--- config.mk ---
export PLATFORM = sky130hd
export DESIGN_NAME = contiguous_vector_allocator_top
export DESIGN_NICKNAME = d
export VERILOG_FILES = /design/src/hw/rtl/cva_pkg.sv /design/src/hw/rtl/contiguous_vector_allocator_top.sv /design/src/hw/rtl/cva_map.sv
export SDC_FILE = /design/constraint.sdc
export NUM_CORES = 1
export LEC_CHECK = 0
export BUFFER_PORTS_ARGS = -buffer_cell sky130_fd_sc_hd__buf_2
export CELL_PAD_IN_SITES_DETAIL_PLACEMENT = 1
export CELL_PAD_IN_SITES_GLOBAL_PLACEMENT = 2
export CORE_MARGIN = 4
export CORE_UTILIZATION = 47
export DETAILED_ROUTE_END_ITERATION = 10
export PLACE_DENSITY = 0.89
export SYNTH_ARGS = -nofsm -noshare
export SYNTH_HDL_FRONTEND = slang
export SYNTH_SLANG_ARGS = --single-unit
--- constraint.sdc ---
create_clock -name aclk -period 10.5 [get_ports aclk]
set_clock_uncertainty 0.05 [all_clocks]
set_input_delay 2.1 -clock aclk [delete_from_list [all_inputs] [get_ports aclk]]
set_output_delay 2.1 -clock aclk [all_outputs]
set_load 0.05 [all_outputs]
--- src/hw/rtl/cva_pkg.sv ---
// shared types and constants of the contiguous vector allocator
// depends on nothing; used by cva_map and contiguous_vector_allocator_top
package cva_pkg;

    localparam int VECTOR_COUNT = 224;
    localparam int IDX_W = (VECTOR_COUNT > 1) ? $clog2(VECTOR_COUNT) : 1;
    localparam int CNT_W = $clog2(VECTOR_COUNT + 1);

    // request codes
    localparam logic [1:0] OP_ALLOC   = 2'd0;
    localparam logic [1:0] OP_RESERVE = 2'd1;
    localparam logic [1:0] OP_FREE    = 2'd2;

    // result status codes
    localparam logic [1:0] ST_OK     = 2'd0;
    localparam logic [1:0] ST_NO_RUN = 2'd1;
    localparam logic [1:0] ST_RANGE  = 2'd2;
    localparam logic [1:0] ST_SAME   = 2'd3;

    typedef logic [IDX_W-1:0] idx_t;
    typedef logic [CNT_W-1:0] cnt_t;

    // write port of the allocation map
    typedef struct packed {
        logic en;
        idx_t addr;
        logic taken;
    } map_wr_t;

endpackage

--- src/hw/rtl/contiguous_vector_allocator_top.sv ---
// top level of the contiguous vector allocator: sequencer, scan counter, result register
// depends on cva_pkg and cva_map
//
// First-fit allocator over a map of VECTOR_COUNT taken bits, all free after reset.
// Each input transaction is one request; each produces exactly one result transaction.
// Allocate (operation 0) scans the map from vector 0 upward, one entry per cycle through
// the single map read port, tracking the current run of free entries; the first run of
// run_length free entries that lies wholly inside the table is then marked taken, one
// entry per cycle through the map write port, and its start returned. A zero run_length
// returns the lowest free vector and marks nothing. Reserve (1) and free (2) read and
// write one entry; out-of-range vectors and operation 3 go straight to the result.
// The result cycle stretches while the output register still holds an unaccepted result.
// The block accepts one request at a time: s_tready is high only while the sequencer is
// idle. A finished result waits in the output register while the next request is taken in.
module contiguous_vector_allocator_top
    import cva_pkg::*;
(
    input  logic        aclk,
    input  logic        aresetn,
    input  logic        s_tvalid,
    output logic        s_tready,
    input  logic [23:0] s_tdata,   // operation[1:0], run_length[9:2], vector[17:10], zero pad
    output logic        m_tvalid,
    input  logic        m_tready,
    output logic [15:0] m_tdata    // status[1:0], first_vector[9:2], zero pad
);

    typedef enum logic [5:0] {
        S_IDLE   = 6'b000001,
        S_SGL_RD = 6'b000010,
        S_SGL_WR = 6'b000100,
        S_SCAN   = 6'b001000,
        S_MARK   = 6'b010000,
        S_RESULT = 6'b100000
    } state_t;

    state_t state_reg, state_next;

    // latched request
    logic [1:0] op_reg, op_next;
    logic [7:0] len_reg, len_next;
    logic [7:0] vec_reg, vec_next;

    // scan bookkeeping
    cnt_t       issue_idx_reg, issue_idx_next;   // next entry to read
    logic       chk_vld_reg, chk_vld_next;       // a read is in flight
    idx_t       chk_idx_reg, chk_idx_next;       // entry of that read
    cnt_t       run_start_reg, run_start_next;   // start of current free run
    cnt_t       run_cnt_reg, run_cnt_next;       // length of current free run

    // marking
    idx_t       mark_idx_reg, mark_idx_next;
    logic [7:0] mark_left_reg, mark_left_next;

    // pending result
    logic [1:0] res_status_reg, res_status_next;
    logic [7:0] res_first_reg, res_first_next;

    // output register
    logic       m_tvalid_reg, m_tvalid_next;
    logic [1:0] m_status_reg, m_status_next;
    logic [7:0] m_first_reg, m_first_next;

    // map ports
    logic    rd_en;
    idx_t    rd_addr;
    logic    rd_taken;
    map_wr_t map_wr;

    logic       s_accept;
    logic       out_free;
    logic       issue;
    logic       vec_oob;
    logic [1:0] in_op;
    logic [7:0] in_len;
    logic [7:0] in_vec;

    cva_map u_map (
        .aclk     (aclk),
        .aresetn  (aresetn),
        .rd_en    (rd_en),
        .rd_addr  (rd_addr),
        .rd_taken (rd_taken),
        .wr       (map_wr)
    );

    assign in_op    = s_tdata[1:0];
    assign in_len   = s_tdata[9:2];
    assign in_vec   = s_tdata[17:10];
    assign s_tready = (state_reg == S_IDLE);
    assign s_accept = s_tvalid && s_tready;
    assign out_free = !m_tvalid_reg || m_tready;

    // scan issues a read while entries remain
    assign issue   = (state_reg == S_SCAN) && (issue_idx_reg < CNT_W'(VECTOR_COUNT));
    assign vec_oob = {1'b0, vec_reg} >= 9'(VECTOR_COUNT);

    always_comb begin
        state_next      = state_reg;
        op_next         = op_reg;
        len_next        = len_reg;
        vec_next        = vec_reg;
        issue_idx_next  = issue_idx_reg;
        chk_vld_next    = 1'b0;
        chk_idx_next    = chk_idx_reg;
        run_start_next  = run_start_reg;
        run_cnt_next    = run_cnt_reg;
        mark_idx_next   = mark_idx_reg;
        mark_left_next  = mark_left_reg;
        res_status_next = res_status_reg;
        res_first_next  = res_first_reg;
        m_tvalid_next   = m_tvalid_reg && !m_tready;
        m_status_next   = m_status_reg;
        m_first_next    = m_first_reg;
        rd_en           = 1'b0;
        rd_addr         = vec_reg[IDX_W-1:0];
        map_wr.en       = 1'b0;
        map_wr.addr     = mark_idx_reg;
        map_wr.taken    = 1'b1;

        unique case (state_reg)
            S_IDLE: begin
                if (s_accept) begin
                    op_next         = in_op;
                    len_next        = in_len;
                    vec_next        = in_vec;
                    res_status_next = ST_OK;
                    res_first_next  = '0;
                    issue_idx_next  = '0;
                    run_start_next  = '0;
                    run_cnt_next    = '0;
                    case (in_op)
                        OP_ALLOC: state_next = S_SCAN;
                        OP_RESERVE, OP_FREE: begin
                            if ({1'b0, in_vec} >= 9'(VECTOR_COUNT)) begin
                                res_status_next = ST_RANGE;
                                state_next      = S_RESULT;
                            end else begin
                                state_next = S_SGL_RD;
                            end
                        end
                        default: state_next = S_RESULT;   // code 3 is a no-op
                    endcase
                end
            end

            S_SGL_RD: begin
                rd_en      = !vec_oob;
                state_next = S_SGL_WR;
            end

            S_SGL_WR: begin
                map_wr.en    = 1'b1;
                map_wr.addr  = vec_reg[IDX_W-1:0];
                map_wr.taken = (op_reg == OP_RESERVE);
                res_status_next = (rd_taken == map_wr.taken) ? ST_SAME : ST_OK;
                state_next      = S_RESULT;
            end

            S_SCAN: begin
                rd_en        = issue;
                rd_addr      = issue_idx_reg[IDX_W-1:0];
                chk_vld_next = issue;
                chk_idx_next = issue_idx_reg[IDX_W-1:0];
                if (issue) begin
                    issue_idx_next = issue_idx_reg + 1'b1;
                end
                if (chk_vld_reg) begin
                    if (len_reg == 8'd0) begin
                        // lowest free entry, nothing marked
                        if (!rd_taken) begin
                            res_first_next = 8'(chk_idx_reg);
                            state_next     = S_RESULT;
                        end
                    end else if (!rd_taken) begin
                        if (9'(run_cnt_reg) + 9'd1 == {1'b0, len_reg}) begin
                            mark_idx_next  = run_start_reg[IDX_W-1:0];
                            mark_left_next = len_reg;
                            res_first_next = 8'(run_start_reg);
                            state_next     = S_MARK;
                        end else begin
                            run_cnt_next = run_cnt_reg + 1'b1;
                        end
                    end else begin
                        run_cnt_next   = '0;
                        run_start_next = CNT_W'(chk_idx_reg) + 1'b1;
                    end
                end else if (!issue && (issue_idx_reg != '0)) begin
                    // table exhausted with no fit
                    res_status_next = ST_NO_RUN;
                    res_first_next  = '0;
                    state_next      = S_RESULT;
                end
            end

            S_MARK: begin
                map_wr.en = 1'b1;
                if (mark_left_reg == 8'd1) begin
                    state_next = S_RESULT;
                end else begin
                    mark_idx_next  = mark_idx_reg + 1'b1;
                    mark_left_next = mark_left_reg - 8'd1;
                end
            end

            S_RESULT: begin
                if (out_free) begin
                    m_tvalid_next = 1'b1;
                    m_status_next = res_status_reg;
                    m_first_next  = res_first_reg;
                    state_next    = S_IDLE;
                end
            end

            default: state_next = S_IDLE;
        endcase
    end

    always_ff @(posedge aclk) begin
        if (!aresetn) begin
            state_reg    <= S_IDLE;
            chk_vld_reg  <= 1'b0;
            m_tvalid_reg <= 1'b0;
        end else begin
            state_reg    <= state_next;
            chk_vld_reg  <= chk_vld_next;
            m_tvalid_reg <= m_tvalid_next;
        end
    end

    // payload and datapath registers
    always_ff @(posedge aclk) begin
        op_reg         <= op_next;
        len_reg        <= len_next;
        vec_reg        <= vec_next;
        issue_idx_reg  <= issue_idx_next;
        chk_idx_reg    <= chk_idx_next;
        run_start_reg  <= run_start_next;
        run_cnt_reg    <= run_cnt_next;
        mark_idx_reg   <= mark_idx_next;
        mark_left_reg  <= mark_left_next;
        res_status_reg <= res_status_next;
        res_first_reg  <= res_first_next;
        m_status_reg   <= m_status_next;
        m_first_reg    <= m_first_next;
    end

    assign m_tvalid = m_tvalid_reg;
    assign m_tdata  = {6'd0, m_first_reg, m_status_reg};

`ifndef SYNTHESIS
    // an accepted request keeps the block busy in the next cycle
    a_busy_after_accept: assert property (@(posedge aclk) disable iff (!aresetn)
        s_accept |=> !s_tready)
        else $error("block ready right after accepting a request");

    // the map is written only while marking or doing a single-entry update
    a_map_write_state: assert property (@(posedge aclk) disable iff (!aresetn)
        map_wr.en |-> (state_reg == S_MARK || state_reg == S_SGL_WR))
        else $error("map written outside mark or single update");

    // a result leaving the sequencer lands in the output register
    a_result_loaded: assert property (@(posedge aclk) disable iff (!aresetn)
        (state_reg == S_RESULT && out_free) |=> (m_tvalid && state_reg == S_IDLE))
        else $error("result not loaded into output register");

    // marking always has at least one entry left
    a_mark_nonzero: assert property (@(posedge aclk) disable iff (!aresetn)
        (state_reg == S_MARK) |-> (mark_left_reg != 8'd0))
        else $error("marking with an empty run");
`endif

endmodule

--- src/hw/rtl/cva_map.sv ---
// allocation map: one taken bit per vector, one read and one write port
// depends on cva_pkg
module cva_map
    import cva_pkg::*;
(
    input  logic    aclk,
    input  logic    aresetn,
    input  logic    rd_en,
    input  idx_t    rd_addr,
    output logic    rd_taken,
    input  map_wr_t wr
);

    logic                    mem [VECTOR_COUNT];
    logic [VECTOR_COUNT-1:0] vld_reg;
    logic                    mem_q_reg;
    logic                    vld_q_reg;

    // storage without reset, entries never written read as free
    always_ff @(posedge aclk) begin
        if (wr.en) begin
            mem[wr.addr] <= wr.taken;
        end
        if (rd_en) begin
            mem_q_reg <= mem[rd_addr];
        end
    end

    always_ff @(posedge aclk) begin
        if (!aresetn) begin
            vld_reg   <= '0;
            vld_q_reg <= 1'b0;
        end else begin
            if (wr.en) begin
                vld_reg[wr.addr] <= 1'b1;
            end
            if (rd_en) begin
                vld_q_reg <= vld_reg[rd_addr];
            end
        end
    end

    assign rd_taken = mem_q_reg & vld_q_reg;

endmodule
==> results.md <==
- Initial core utilization: 47.9%
- Diodes inserted: 0
- Met1 WL: just over 30000 um
- Clock sinks: 544
- Combined global-route utilization of all metal layers: 27.3%
- CTS tree: yes
- Mean Syn Cell Area: 11.6 um2
- Clock network power share: 44.1%
- Horiz. Die Dim: around 230 um
- Warning count from the yosys run: 0
- First DRT Iteration DRCs: 1453
- Worst voltage drop across the vdd grid: approximately 0.00021 V
- Vias in the first global route: 17500
- Predominant post-synthesis flop cell: edfxtp_1
- Final worst setup slack: 5590 ps
- Unrepaired setup endpoints after global routing: no
- Detailed-route wire length per cell: 27.1 um
- Highest net fanout along the worst path: 42
- Endpoint class of the critical path: flip-flop
- Grt ovf: 0
- Area of the core: 48100 um2
- Synthesis-to-finish area growth: 12.3%
- Maximum capacitance violations: 0
- Setup CP Type: reg2reg
- Library cell used as clock root buffer: clkbuf_16
- Gate count of the mapped netlist: 1994
- Final total negative setup slack: 0 ps
- CTS clock-pin slew for the worst setup and hold paths: 60 ps
- Transition time at the pin with the least slew margin: approximately 1300 ps
- Hold Crit Class: reg2reg
- Internal portion of total power: 0.00374 W
- Cts repair resizes: 0
- Final setup viols: 0
- Initial antenna violation count: 0
- Number of antenna-violating nets in the routed design: 0
- Sequential area share after synthesis: 60.7%
- Largest net degree at the start of global routing: 123
- Endpoint required time on the critical path: 10840 ps
- Final critical-path required period: 4910 ps
- Fmax: 204 MHz
- Number of library cell types mapped by synthesis: 81
- Highest layer used for signal routing: met4
- Top Ports: 46
- Footprint of the flip-flops and latches: 14000 um2
- Switching share of power: about a quarter
- Estimated wirelength of the detail-placed design: 45000 um
- Number of rows created at floorplan: 80
- Share of synthesized registers carrying an async set or reset: 0%
- Detailed route wirelength on metal3: 4700 um
- Worst slew margin relative to its limit: 10.8%
- First-pass GRT wire length: 110000 um
- Die area: 52700 um2
- Number of post-CTS setup repair buffers: 0
- Max-slew violation count: 0
- Switching power: 0.00124 W
- Number of register bits inferred by synthesis: 544
- Combined area of the multi-input logic cells: roughly 8500 um2
- Critical path startpoint category: flip-flop
- Share of total power in sequential cells: approximately 47%
- Worst skew pair latency: 630 ps
- Total routed wirelength: approximately 73000 um
- Count of unresolved DRC violations after routing: 0
- Post-Synthesis Cell Area: 23100 um2
- Die boundary height: 230 um
- Number of CTS-inserted buffers: 57
- Result of the run: completed
- Final period util: 46.7%
- Combinational cell fraction of total power: a little under a tenth
- Final weighted congestion in routability-driven placement: approximately 0.85
- Routed wire length on met2: 35300 um
- Number of synthesized flops with an enable pin: around 310
- Arrival time of data at the critical path endpoint: between 5000 and 6000 ps
- Number of port buffers: 33
- Leakage: 9.39 nW
- TritonRoute pass-1 iters: 6
- Vias after detailed routing: between 15000 and 20000
- CTS Buffer Depth: 3
- Pwr/cell area: between 150 and 200 nW/um2
- Fraction of final layout cells sized beyond drive strength 1: about 11%
- Total of hold buffers inserted after clock tree synthesis: 0
- Ratio of routed vias to standard cells: 6.29
- Post-layout net count: 2036
- Final Hold Violating Endpoints: 0
- Fill cell total of the finished layout: roughly 5000
- Post-place setup slack: 5650 ps
- H-tree lvl count: 2
==> stage by stage <==
step / instance area (um2) / utilization [%] / power [W] / hold slack [ps] / std cells
floorplan: 23100 / - / 0.00264 / 350 / 1999
global placement: 23900 / 49.6 / 0.00281 / 350 / 2597
detailed placement: 23900 / 49.6 / 0.00282 / 356 / 2597
CTS: 25900 / 53.8 / 0.00499 / 370 / 2704
global route: 25900 / 53.8 / 0.00513 / 377 / 2704
finish: 25900 / 53.8 / 0.00498 / 370 / 2704
==> area by class of cell <==
| class | count | share of cell area [%] |
|---|---|---|
| Timing Repair Buffer | 76 | 1.96 |
| Clock inverter | 30 | 1.64 |
| Clock buffer | 77 | 6.23 |
| Sequential cell | 544 | 54.1 |
| Inverter | 13 | 0.188 |
| Multi-Input combinational cell | 1308 | 32.8 |
| Tap cell | 656 | 3.17 |
==> cells by family (layout without fill, tap and decap cells) <==
group,count (synthesis),after routing,share of synthesized area (%)
mux,113,113,6.61
compound gates,487,487,15.3
xor+xnor,38,38,1.44
other cells,1,6,0.0163
simple gates,656,656,12.6
buf+inv,147,196,2.80
flops,544,544,60.7
fa+ha+maj,8,8,0.434
==> path summary, 6_finish.rpt <==
kind | from | to | slack [ps] | cells after the start
setup / recovery | state_reg[0]$_SDFFE_PN1P_ | u_map.mem_q_reg$_DFFE_PP_ | 5590 | 9
hold / removal | res_first_reg[5]$_SDFFCE_PN0P_ | m_first_reg[5]$_DFFE_PP_ | 370 | 0
hold reg to reg | res_first_reg[5]$_SDFFCE_PN0P_ | m_first_reg[5]$_DFFE_PP_ | 370 | 0
setup reg to reg | state_reg[0]$_SDFFE_PN1P_ | u_map.mem_q_reg$_DFFE_PP_ | 5590 | 9
==> worst max-delay path, stage by stage, from the launching register on <==
cell and delay [ps]:
dfxtp_1 400, or4_1 760, o21ai_4 670, nand2_4 260, buf_4 420, nor2_1 710
a31oi_1 170, a2111oi_0 680, o21ai_1 160, a221o_1 350
==> synth_stat cells (all sizes together) (30+ instances only) <==
library cell    n  area [um2]
nor2          282        1060
clkbuf         95         357
dfxtp         233        4660
edfxtp        311        9340
o21a          225        1690
a21oi          39         195
nand2         204         771
mux4           30         676
mux2i          68         681
buf            39         241
nand3          42         210
and3           41         257
o21ai          49         268
==> cells in the final DEF, fill, tap and decap left out, types with 9 or more instances in the layout <==
master / instances
nor3_1: 11
and3_1: 41
o21ai_0: 45
mux4_2: 30
a311oi_1: 11
nand4_1: 9
clkbuf_16: 58
nor4_1: 12
clkbuf_1: 10
a31oi_1: 23
a211oi_1: 28
buf_4: 42
o22ai_1: 14
nand2_1: 201
mux2_2: 10
a22oi_1: 9
a2111oi_0: 10
bufinv_16: 10
buf_2: 32
inv_1: 12
a21oi_1: 37
nor2_1: 280
nand3_1: 42
clkinv_2: 11
mux2i_1: 66
o21a_1: 225
nand2b_1: 12
clkbuf_8: 9
xnor2_1: 17
a21o_1: 11
xor2_1: 21
edfxtp_1: 311
dfxtp_1: 233
==> power groups by stage <==
stage | Clock, W | Sequential (W) | Combinational, W
6_report | 0.00219 | 0.00232 | 0.000461
4_1_cts | 0.00222 | 0.00232 | 0.000451
5_1_grt | 0.00232 | 0.00233 | 0.000481
3_3_place_gp | 0 | 0.00237 | 0.000441
3_5_place_dp | 0 | 0.00237 | 0.000450
2_1_floorplan | 0 | 0.00235 | 0.000288
==> routing by layer <==
metal / global-route usage [%] / vias to the layer above
met2: 45.8 / 645
met1: 36.0 / 8829
met5: 0 / -
met4: 10.5 / 0
met3: 4.11 / 177
li1: - / 7361
No activity file was read; power rests on OpenSTA's default activity.
